$ cat src/rtl/core/pdga_ram.sv
// Generic single-clock RAM: one write port, one read port, registered read.
// No dependencies.
`timescale 1ns / 1ps

module pdga_ram #(
	parameter int WIDTH = 8,
	parameter int DEPTH = 16
) (
	input  logic                             clk,
	input  logic                             we,
	input  logic [$clog2(DEPTH > 1 ? DEPTH : 2)-1:0] waddr,
	input  logic [WIDTH-1:0]                 wdata,
	input  logic                             re,
	input  logic [$clog2(DEPTH > 1 ? DEPTH : 2)-1:0] raddr,
	output logic [WIDTH-1:0]                 rdata
);

	logic [WIDTH-1:0] mem [DEPTH];

	always_ff @(posedge clk) begin
		if (we) begin
			mem[waddr] <= wdata;
		end
		if (re) begin
			rdata <= mem[raddr];
		end
	end

endmodule

$ cat config.mk
export PLATFORM = sky130hd
export DESIGN_NAME = pdga_ram
export DESIGN_NICKNAME = d
export VERILOG_FILES = /design/src/rtl/core/pdga_ram.sv
export SDC_FILE = /design/constraint.sdc
export NUM_CORES = 1
export LEC_CHECK = 0
export ABC_CLOCK_PERIOD_IN_PS = 1700
export BUFFER_PORTS_ARGS = -buffer_cell sky130_fd_sc_hd__buf_2
export CORE_MARGIN = 3
export CORE_UTILIZATION = 45
export CTS_CLUSTER_SIZE = 28
export DETAILED_ROUTE_END_ITERATION = 8
export GPL_TIMING_DRIVEN = 0
export SETUP_SLACK_MARGIN = 0.2
export SYNTH_ARGS = -nofsm -noshare
export SYNTH_HDL_FRONTEND = slang
export SYNTH_SLANG_ARGS = --single-unit
$ cat constraint.sdc
create_clock -name clk -period 1.7 [get_ports clk]
set_clock_uncertainty 0.2 [all_clocks]
set_input_delay 0.085 -clock clk [delete_from_list [all_inputs] [get_ports clk]]
set_output_delay 0.085 -clock clk [all_outputs]
set_load 0.02 [all_outputs]
==> impl_metrics.toml <==
[floorplanning]
rows = 38
core_um2 = 11100
dieArea_um2 = 12900
die_h_um = 114
die_w_um = 114
start_util_pct = 47.2
io-pin-count = 27

[cells_and_area]
nets = 301
final_cell_area_um2 = 6250
drive_above_1_share_pct = 36.3
syn2layout_area_growth_pct = 19.5
diodes = 0

[critical_path]
crit_fanout = 1
crit_start = "mem[7][7]"
worstSetupPathType = "register to register"
crit_required_ps = 1660
crit_family = "multiplexers"
max_stage_delay_ps = 500
start_kind = "register"
critPathCaptureType = "register"
rrSetupSlack_ps = 40
worstPathCellList = "mux4_2 -> a22oi_1 -> nand2_1"
crit_buf_inv = 0
cp_slowest_cell = "mux4_2"
timing.rr.start = "mem[7][7]"
critPathArrivalTime_ps = 1620

[pwr]
finalPower_mw = 7.80
leakagePower_nw = 2.05
irDropWorstVdd_v = 0.000617
p_per_area_nw_per_um2 = 1250

[detailed_routing]
vias = 2407
postRouteAntennaNets = 0
routed_wl_um = 9940
routedWlPerCell_um = 22.9
top_layer = "met4"
viasPerCell = 5.53
drtIter0Drc = 142
wl_met2_um = 4750
post-route-drc-count = 0
drt-pass1-iter-count = 4
met1_length_um = 4520
wl_met3_um = 499

[placement]
gp_congestion = 0.715
io_buffers = 25
dpl_cell_area_um2 = 5530
dpl.hpwl_um = 6360

[cts]
ctsLongestPathBuffers = 2
clkTransAtPathRegs_ps = 60
cts_root_buf = "clkbuf_16"
worst_skew_pair.late_latency_ps = 410
cts_hold_buf = 9
cts.sinks = 136
cts_tree = "built"
cts.htree.levels = 4
cts-buffers-inserted = 17

[sta]
min_period_ps = 1660
slew_violations = 0
tightest_slew_ps = 810
period_share_pct = 97.9
rsz0062_at_grt = "true"
final-hold-violation-count = 8
holdWs_ps = -4.24
slew_headroom_pct = 45.8
setup_viol = 0
fmax_ghz = 0.601

[global_routing]
antenna_found_initial = 0
grt.overflow.total = 0
grt_max_degree = 17
grt_usage_pct = 17.1
grt_pass1_vias = 2559
grt_pass1_wl_um = 15600

[status]
outcome = "complete, but fails checks"
violations = "hold timing"

[worst_hold_path]
hold_class = "input pin to register"
min_from = "waddr[1]"

[synth]
yosysWarnings = 0
ys_ff_latch = 136
synth_top_area_cell = "edfxtp_1"
synthesis.nets = 248
synthCells = 229
ys_seq_area_share_pct = 78.1
synth_area_leaders = "edfxtp_1 78%, mux4_2 7.8%, mux4_1 7.0%, a22oi_1 2.3%, nor2_1 0.93%"
synth_cell_types = 18
synth.avg_cell_area_um2 = 22.8
synthesis.area_um2 = 5230
synth_top_area_share_pct = 78.1

[job]
max_cap_violations = 0
-- report_power, final --
part	leakage, nW	switching (mW)	internal [mW]	total [mW]
Sequential	1.24	0.0167	3.78	3.80
Combinational	0.527	0.240	0.175	0.415
Clock	0.287	1.31	2.28	3.59
-- cells in the mapped netlist (all sizes together) --
cell / instances
nor2b: 1
nand2b: 2
mux4: 32
and2: 1
nand2: 9
edfxtp: 136
and2b: 1
buf: 7
nor3: 4
nor2: 13
a22oi: 16
nand3b: 2
nand3: 1
clkdlybuf4s25: 3
or3b: 1
-- cell usage in the layout, fill, tap and decap left out, types with 4 or more instances in the layout --
cell type and n:
a22oi_1 12, a22oi_2 4, buf_2 28, clkbuf_16 17, clkinv_2 6, dlygate4sd3_1 9, edfxtp_1 136, mux4_2 30
nand2_1 9, nor2_1 10
-- kinds of logic (layout without fill, tap and decap cells) --
| kind of cell | count (synthesis) | in the layout | synth area share (%) |
|---|---|---|---|
| AO/OA/AOI/OAI | 16 | 16 | 2.30 |
| buffers and inverters | 10 | 76 | 1.65 |
| flip-flops | 136 | 136 | 78.1 |
| multiplexers | 32 | 32 | 14.8 |
| AND/OR/NAND/NOR | 35 | 35 | 3.14 |
-- final cells by class --
cell class	count	area, µm²
timing repair buffer	34	215
tap	140	175
sequential	136	4080
buffer	10	120
fill	827	4830
clock buffer	17	425
multi-input combinational	83	1070
clock inverter	15	160
-- per-layer routing --
layer / global-route usage, % / vias to the layer above
li1: - / 1073
met1: 24.8 / 1244
met2: 25.0 / 77
met3: 5.25 / 13
met4: 5.86 / 0
met5: 0 / -
-- flip-flops by register name (all words and copies together) (netlist names) --
name and count:
mem 128, rdata 8
-- final timing paths --
| kind | to | depth (start not counted) |
|---|---|---|
| setup reg to reg | rdata[7] | 3 |
| hold / removal | mem[0][2] | 2 |
| setup / recovery | rdata[7] | 3 |
| hold reg to reg | rdata[4] | 3 |
-- stage by stage --
stage	setup slack (ps)	setup TNS, ps	utilization [%]	instances
final	36.4	0	56.4	435
after global routing	-6.62	-6.62	56.4	435
after CTS	22.1	0	56.3	435
after detailed placement	-469	-17020	49.9	394
after global placement	-446	-16990	49.9	394
after floorplan	149	0	-	229
-- what timing repair did --
item                       4_1_cts  5_1_grt
pin swaps                        0        2
resized for setup                9        4
hold endpoints to repair       145        8
buffers inserted                 0        0
setup endpoints to repair       56       16
No activity file was read; power rests on OpenSTA's default activity.
