$ cat src/rtl/core/pdga_pkg.sv
// Shared types and constants for the Poisson disk grid acceptor.
// Grid geometry, field widths, command and result codes. No dependencies.
`timescale 1ns / 1ps

package pdga_pkg;

	localparam int MAX_ROWS   = 64;
	localparam int MAX_COLS   = 64;
	localparam int GRID_DEPTH = MAX_ROWS * MAX_COLS;
	localparam int ROW_W      = (MAX_ROWS > 1) ? $clog2(MAX_ROWS) : 1;
	localparam int COL_W      = (MAX_COLS > 1) ? $clog2(MAX_COLS) : 1;
	localparam int ADDR_W     = (GRID_DEPTH > 1) ? $clog2(GRID_DEPTH) : 1;

	localparam int COORD_W    = 24;              // unsigned 16.8 coordinate
	localparam int IN_W       = COORD_W + 1;     // signed candidate coordinate
	localparam int SQ_W       = 2 * COORD_W;     // squared distance
	localparam int ENTRY_W    = 2 * COORD_W + 1; // {valid, x, y}
	localparam int DIM_W      = 7;
	localparam int COUNT_W    = 13;
	localparam int COUNT_CAP  = 4096;
	localparam int CFG_IDX_W  = 3;
	localparam int STATUS_W   = 3;
	localparam int OP_W       = 2;

	// 5x5 neighborhood around the candidate cell
	localparam int NBR_REACH  = 2;
	localparam int NBR_SPAN   = 2 * NBR_REACH + 1;
	localparam int NBR_W      = $clog2(NBR_SPAN);

	typedef enum logic [OP_W-1:0] {
		OP_CLEAR   = 2'd0,
		OP_SEED    = 2'd1,
		OP_TRY     = 2'd2,
		OP_TRY_ALT = 2'd3
	} op_t;

	typedef enum logic [STATUS_W-1:0] {
		ST_ACCEPT  = 3'd0,
		ST_OOB     = 3'd1,
		ST_CLOSE   = 3'd2,
		ST_QUOTA   = 3'd3,
		ST_CLEARED = 3'd4
	} status_t;

	typedef enum logic [CFG_IDX_W-1:0] {
		CFG_FIELD_WIDTH  = 3'd0,
		CFG_FIELD_HEIGHT = 3'd1,
		CFG_MIN_DISTANCE = 3'd2,
		CFG_CELL_SIZE    = 3'd3,
		CFG_GRID_ROWS    = 3'd4,
		CFG_GRID_COLS    = 3'd5,
		CFG_POINT_QUOTA  = 3'd6
	} cfg_idx_t;

endpackage

$ cat src/rtl/core/pdga_div.sv
// Restoring divider, one quotient bit per cycle, for the cell index.
// Depends on pdga_pkg for the coordinate width.
`timescale 1ns / 1ps

module pdga_div (
	input  logic                         clk,
	input  logic                         arst_n,
	input  logic                         start,
	input  logic [pdga_pkg::COORD_W-1:0] dividend,
	input  logic [pdga_pkg::COORD_W-1:0] divisor,
	output logic                         done,
	output logic [pdga_pkg::COORD_W-1:0] quotient
);

	localparam int W     = pdga_pkg::COORD_W;
	localparam int CNT_W = $clog2(W + 1);

	logic             busy_q;
	logic             done_q;
	logic [CNT_W-1:0] cnt_q;
	logic [W-1:0]     rem_q;
	logic [W-1:0]     quo_q;
	logic [W-1:0]     div_q;
	logic [W:0]       trial;
	logic             fits;

	always_comb begin
		trial = {rem_q, quo_q[W-1]};
		fits  = trial >= {1'b0, div_q};
	end

	always_ff @(posedge clk or negedge arst_n) begin
		if (!arst_n) begin
			busy_q <= 1'b0;
			done_q <= 1'b0;
			cnt_q  <= '0;
		end else begin
			done_q <= 1'b0;
			if (start) begin
				busy_q <= 1'b1;
				cnt_q  <= CNT_W'(W);
			end else if (busy_q) begin
				cnt_q <= cnt_q - 1'b1;
				if (cnt_q == CNT_W'(1)) begin
					busy_q <= 1'b0;
					done_q <= 1'b1;
				end
			end
		end
	end

	always_ff @(posedge clk) begin
		if (start) begin
			rem_q <= '0;
			quo_q <= dividend;
			div_q <= divisor;
		end else if (busy_q) begin
			rem_q <= fits ? W'(trial - {1'b0, div_q}) : trial[W-1:0];
			quo_q <= {quo_q[W-2:0], fits};
		end
	end

	assign done     = done_q;
	assign quotient = quo_q;

endmodule

$ cat config.mk
export PLATFORM = sky130hd
export DESIGN_NAME = pdga_div
export DESIGN_NICKNAME = d
export VERILOG_FILES = /design/src/rtl/core/pdga_pkg.sv /design/src/rtl/core/pdga_div.sv
export SDC_FILE = /design/constraint.sdc
export NUM_CORES = 1
export LEC_CHECK = 0
export ABC_AREA = 0
export BUFFER_PORTS_ARGS = -buffer_cell sky130_fd_sc_hd__buf_2
export CAP_MARGIN = 20
export CELL_PAD_IN_SITES_DETAIL_PLACEMENT = 1
export CELL_PAD_IN_SITES_GLOBAL_PLACEMENT = 2
export CORE_ASPECT_RATIO = 0.7
export CORE_UTILIZATION = 36
export CTS_BUF_LIST = sky130_fd_sc_hd__clkbuf_4 sky130_fd_sc_hd__clkbuf_8 sky130_fd_sc_hd__clkbuf_16
export DETAILED_ROUTE_END_ITERATION = 8
export PLACE_DENSITY_LB_ADDON = 0.05
export SLEW_MARGIN = 20
export SYNTH_ARGS = -nofsm -noshare
export SYNTH_HDL_FRONTEND = slang
export SYNTH_SLANG_ARGS = --single-unit
export TNS_END_PERCENT = 10
$ cat constraint.sdc
create_clock -name clk -period 2.85 [get_ports clk]
set_input_delay 0.1425 -clock clk [delete_from_list [all_inputs] [get_ports clk]]
set_output_delay 0.1425 -clock clk [all_outputs]
set_load 0.01 [all_outputs]
==> results_dict.tcl <==
set metrics [dict create \
    status "finished clean" \
    synth.distinct_cells 61 \
    drv_cap 0 \
    grt_pass1_vias 3569 \
    cts_tree "done" \
    m1WireLength_um 5840 \
    wl_met2_um 4870 \
    io_pins 76 \
    max_stage_delay_ns 0.38 \
    vdd_drop_max_v 0.000345 \
    synth_commonest_cells "48 x edfxtp_1, 41 x nand2_1, 39 x inv_1" \
    placed_cells 655 \
    grt_pass1_wl_um 17900 \
    pre_cts_slack_ns -0.0635 \
    postPlaceCellArea_sq_um 5070 \
    finalMaxSlewViolations 0 \
    dieWidth_um 135 \
    synth_xor_area_frac 0.0354 \
    critPathRequiredTime_ns 3.10 \
    dr_total_vias 3556 \
    syn_nets 503 \
    diodes 0 \
    dieArea_sq_um 12800 \
    post-dp-hpwl_um 8060 \
    synth_simple_gate_area_share 0.132 \
    final_cell_area_sq_um 5680 \
    synth_top_area_frac 0.324 \
    remaining_drc_errors 0 \
    worst_setup_path_end_kind "flip-flop" \
    critical_path_buf_inv_count 2 \
    period_minus_slack_ns 2.70 \
    synth_seq_cells 79 \
    start_util 0.374 \
    worst_pin_slew_ns 0.594 \
    yosys.area_share.adder 0.0776 \
    die_y_um 95.0 \
    synthTopCellsByArea "edfxtp_1 32%, dfxtp_1 11%, ha_1 7.3%" \
    ys.flop_type "edfxtp_1" \
    path_cells "inv_1 -> ha_1 -> nor2b_2 -> o2111ai_1 -> a21boi_2 -> o21bai_2 -> nand3_2 -> and3_4 -> nor2_4 -> buf_12 -> or3_1 -> a311oi_2" \
    synth_top_family_by_area "compound AO/OA/AOI/OAI gates" \
    grt.total_usage 0.181 \
    timing.final.crit_share 0.947 \
    grt_max_degree 38 \
    fin_ws_ns 0.151 \
    synth_area_per_cell_sq_um 10.5 \
    grt_overflow 0 \
    finalPower_mw 5.10 \
    wl_met3_um 347 \
    yosysSeqAreaShare 0.471 \
    synth-compound-area-share 0.171 \
    clockRootBuffer "clkbuf_16" \
    cts_buffers 9 \
    nets 616 \
    postRouteAntennaNets 0 \
    whs_ns 0.0995 \
    async_reset_ff_frac 0.0886 \
    netlist_area_sq_um 4450 \
    synthCells 425 \
    dr.pass1.iters 4 \
    cts.path.max_buffers 2 \
    coreArea_sq_um 11900 \
    crit_type "flip-flop to flip-flop" \
    grt_antenna_before_repair 0 \
    critPathLaunchType "flip-flop" \
    synth_edf_count 48 \
    muxShareOfSynthArea 0.0630 \
    clock_skew_ns 0.0114 \
    fmax_ghz 0.370 \
    place_congestion 0.754 \
    maxUsedRoutingLayer "met4" \
    htree_levels 3 \
    area_delta_synth_final_pct 27.6 \
    final_util 0.478 \
    maxSlewHeadroom 0.604 \
    worstPathMaxFanout 16 \
    wirelength_um 11100 \
    slowest_stage "or3_1" \
    clk_latency_ns 0.34 \
    rsz0062_at_grt "true" \
    hold_class "primary input to flip-flop" \
    clkTransAtPathRegs_ns 0.07 \
    yosysMostFrequentCell "edfxtp_1" \
    drive_gt1_frac 0.304 \
    final_hold_viol_count 0 \
    yosys_warnings 0 \
    setup_viol 0 \
    port_buffers 75 \
    rows 33 \
    reg2reg_slack_ns 0.15 \
    leakage_nw 2.42 \
    yosysTopAreaCell "edfxtp_1" \
    first_iter_violations 147 \
    worstPathArrival_ns 2.95 \
    instances_no_fill 700 \
    powerDensity_nw_per_um2 898 \
    vias_per_cell 5.08 \
    cts_sinks 79 \
    wl_per_cell_um 15.9 \
    finalSetupTns_ns 0 \
    critical-path-top-delay-family "simple AND/OR/NAND/NOR gates" \
]
==> final cells by class <==
class / count / area, sq um
fill: 1351 / 6210
clock buffer: 9 / 225
tap: 157 / 196
multi-input combinational: 292 / 2170
sequential: 79 / 2100
clock inverter: 7 / 62.6
inverter: 39 / 146
timing repair buffer: 117 / 781
==> metal layers <==
layer / global-route usage / vias up
met3: 0.0447 / 9
met1: 0.257 / 1721
met4: 0.0346 / 0
li1: - / 1769
met5: 0 / -
met2: 0.280 / 57
==> logic make-up after synthesis <==
group / count (synthesis)
mux: 25
simple gates: 122
fa+ha+maj: 27
xor+xnor: 18
flops: 79
compound gates: 100
buf+inv: 54
==> what timing repair did <==
action                                 in CTS  in global routing
pin swaps                                   1                  9
hold buffers                               25                  0
endpoints found under the hold margin      31                  0
resized for setup                           1                  9
setup endpoints to repair                   1                  9
setup buffers                               1                  3
gates cloned                                0                  0
==> power breakdown <==
part	internal [mW]	switching (mW)
Sequential	1.46	0.165
Combinational	1.08	1.27
Clock	0.609	0.522
==> layout by cell type, fill, tap and decap left out, types with 2 or more instances in the layout <==
master | netlist | routed
a211oi_1 | 4 | 4
ha_1 | 26 | 24
or3_1 | 6 | 6
xor2_1 | 4 | 4
nand4_1 | 5 | 5
nand2b_1 | 7 | 7
o21ai_2 | 2 | 2
dfxtp_1 | 24 | 24
o21ai_1 | 2 | 2
clkbuf_16 | 0 | 9
or2_2 | 2 | 2
a21o_1 | 6 | 6
and3_1 | 4 | 4
xnor2_1 | 14 | 14
mux2_2 | 24 | 24
buf_4 | 1 | 16
o211ai_1 | 3 | 3
a311oi_2 | 8 | 10
dfrtp_1 | 7 | 6
buf_2 | 0 | 74
o21ai_0 | 17 | 17
a31oi_1 | 10 | 10
nor2_1 | 35 | 35
ha_2 | 0 | 2
dlygate4sd3_1 | 0 | 25
a311oi_1 | 9 | 7
inv_1 | 39 | 38
nor3_1 | 4 | 4
a21oi_2 | 2 | 3
clkinv_4 | 0 | 2
edfxtp_1 | 48 | 48
nor2b_1 | 4 | 3
nor3b_1 | 2 | 2
a21oi_1 | 15 | 14
a21boi_2 | 1 | 2
nand3_1 | 4 | 4
inv_6 | 0 | 3
buf_12 | 0 | 2
nand2_1 | 41 | 41
o21a_1 | 4 | 4
==> worst paths after layout <==
kind / to / from / cells past startpoint
setup / recovery: rem_q[5] / div_q[1] / 12
hold / removal: quotient[10] / dividend[10] / 2
setup reg to reg: rem_q[5] / div_q[1] / 12
hold reg to reg: rem_q[21] / rem_q[20] / 2
max in group asynchronous: busy_q / arst_n / 2
min in group asynchronous: cnt_q[4] / arst_n / 2
==> flip-flops by register name, indices dropped and copies added (netlist names) <==
register  cells
busy_q        1
cnt_q         5
rem_q        24
div_q        24
done          1
quotient     24
(Power assumes the default switching activity.)
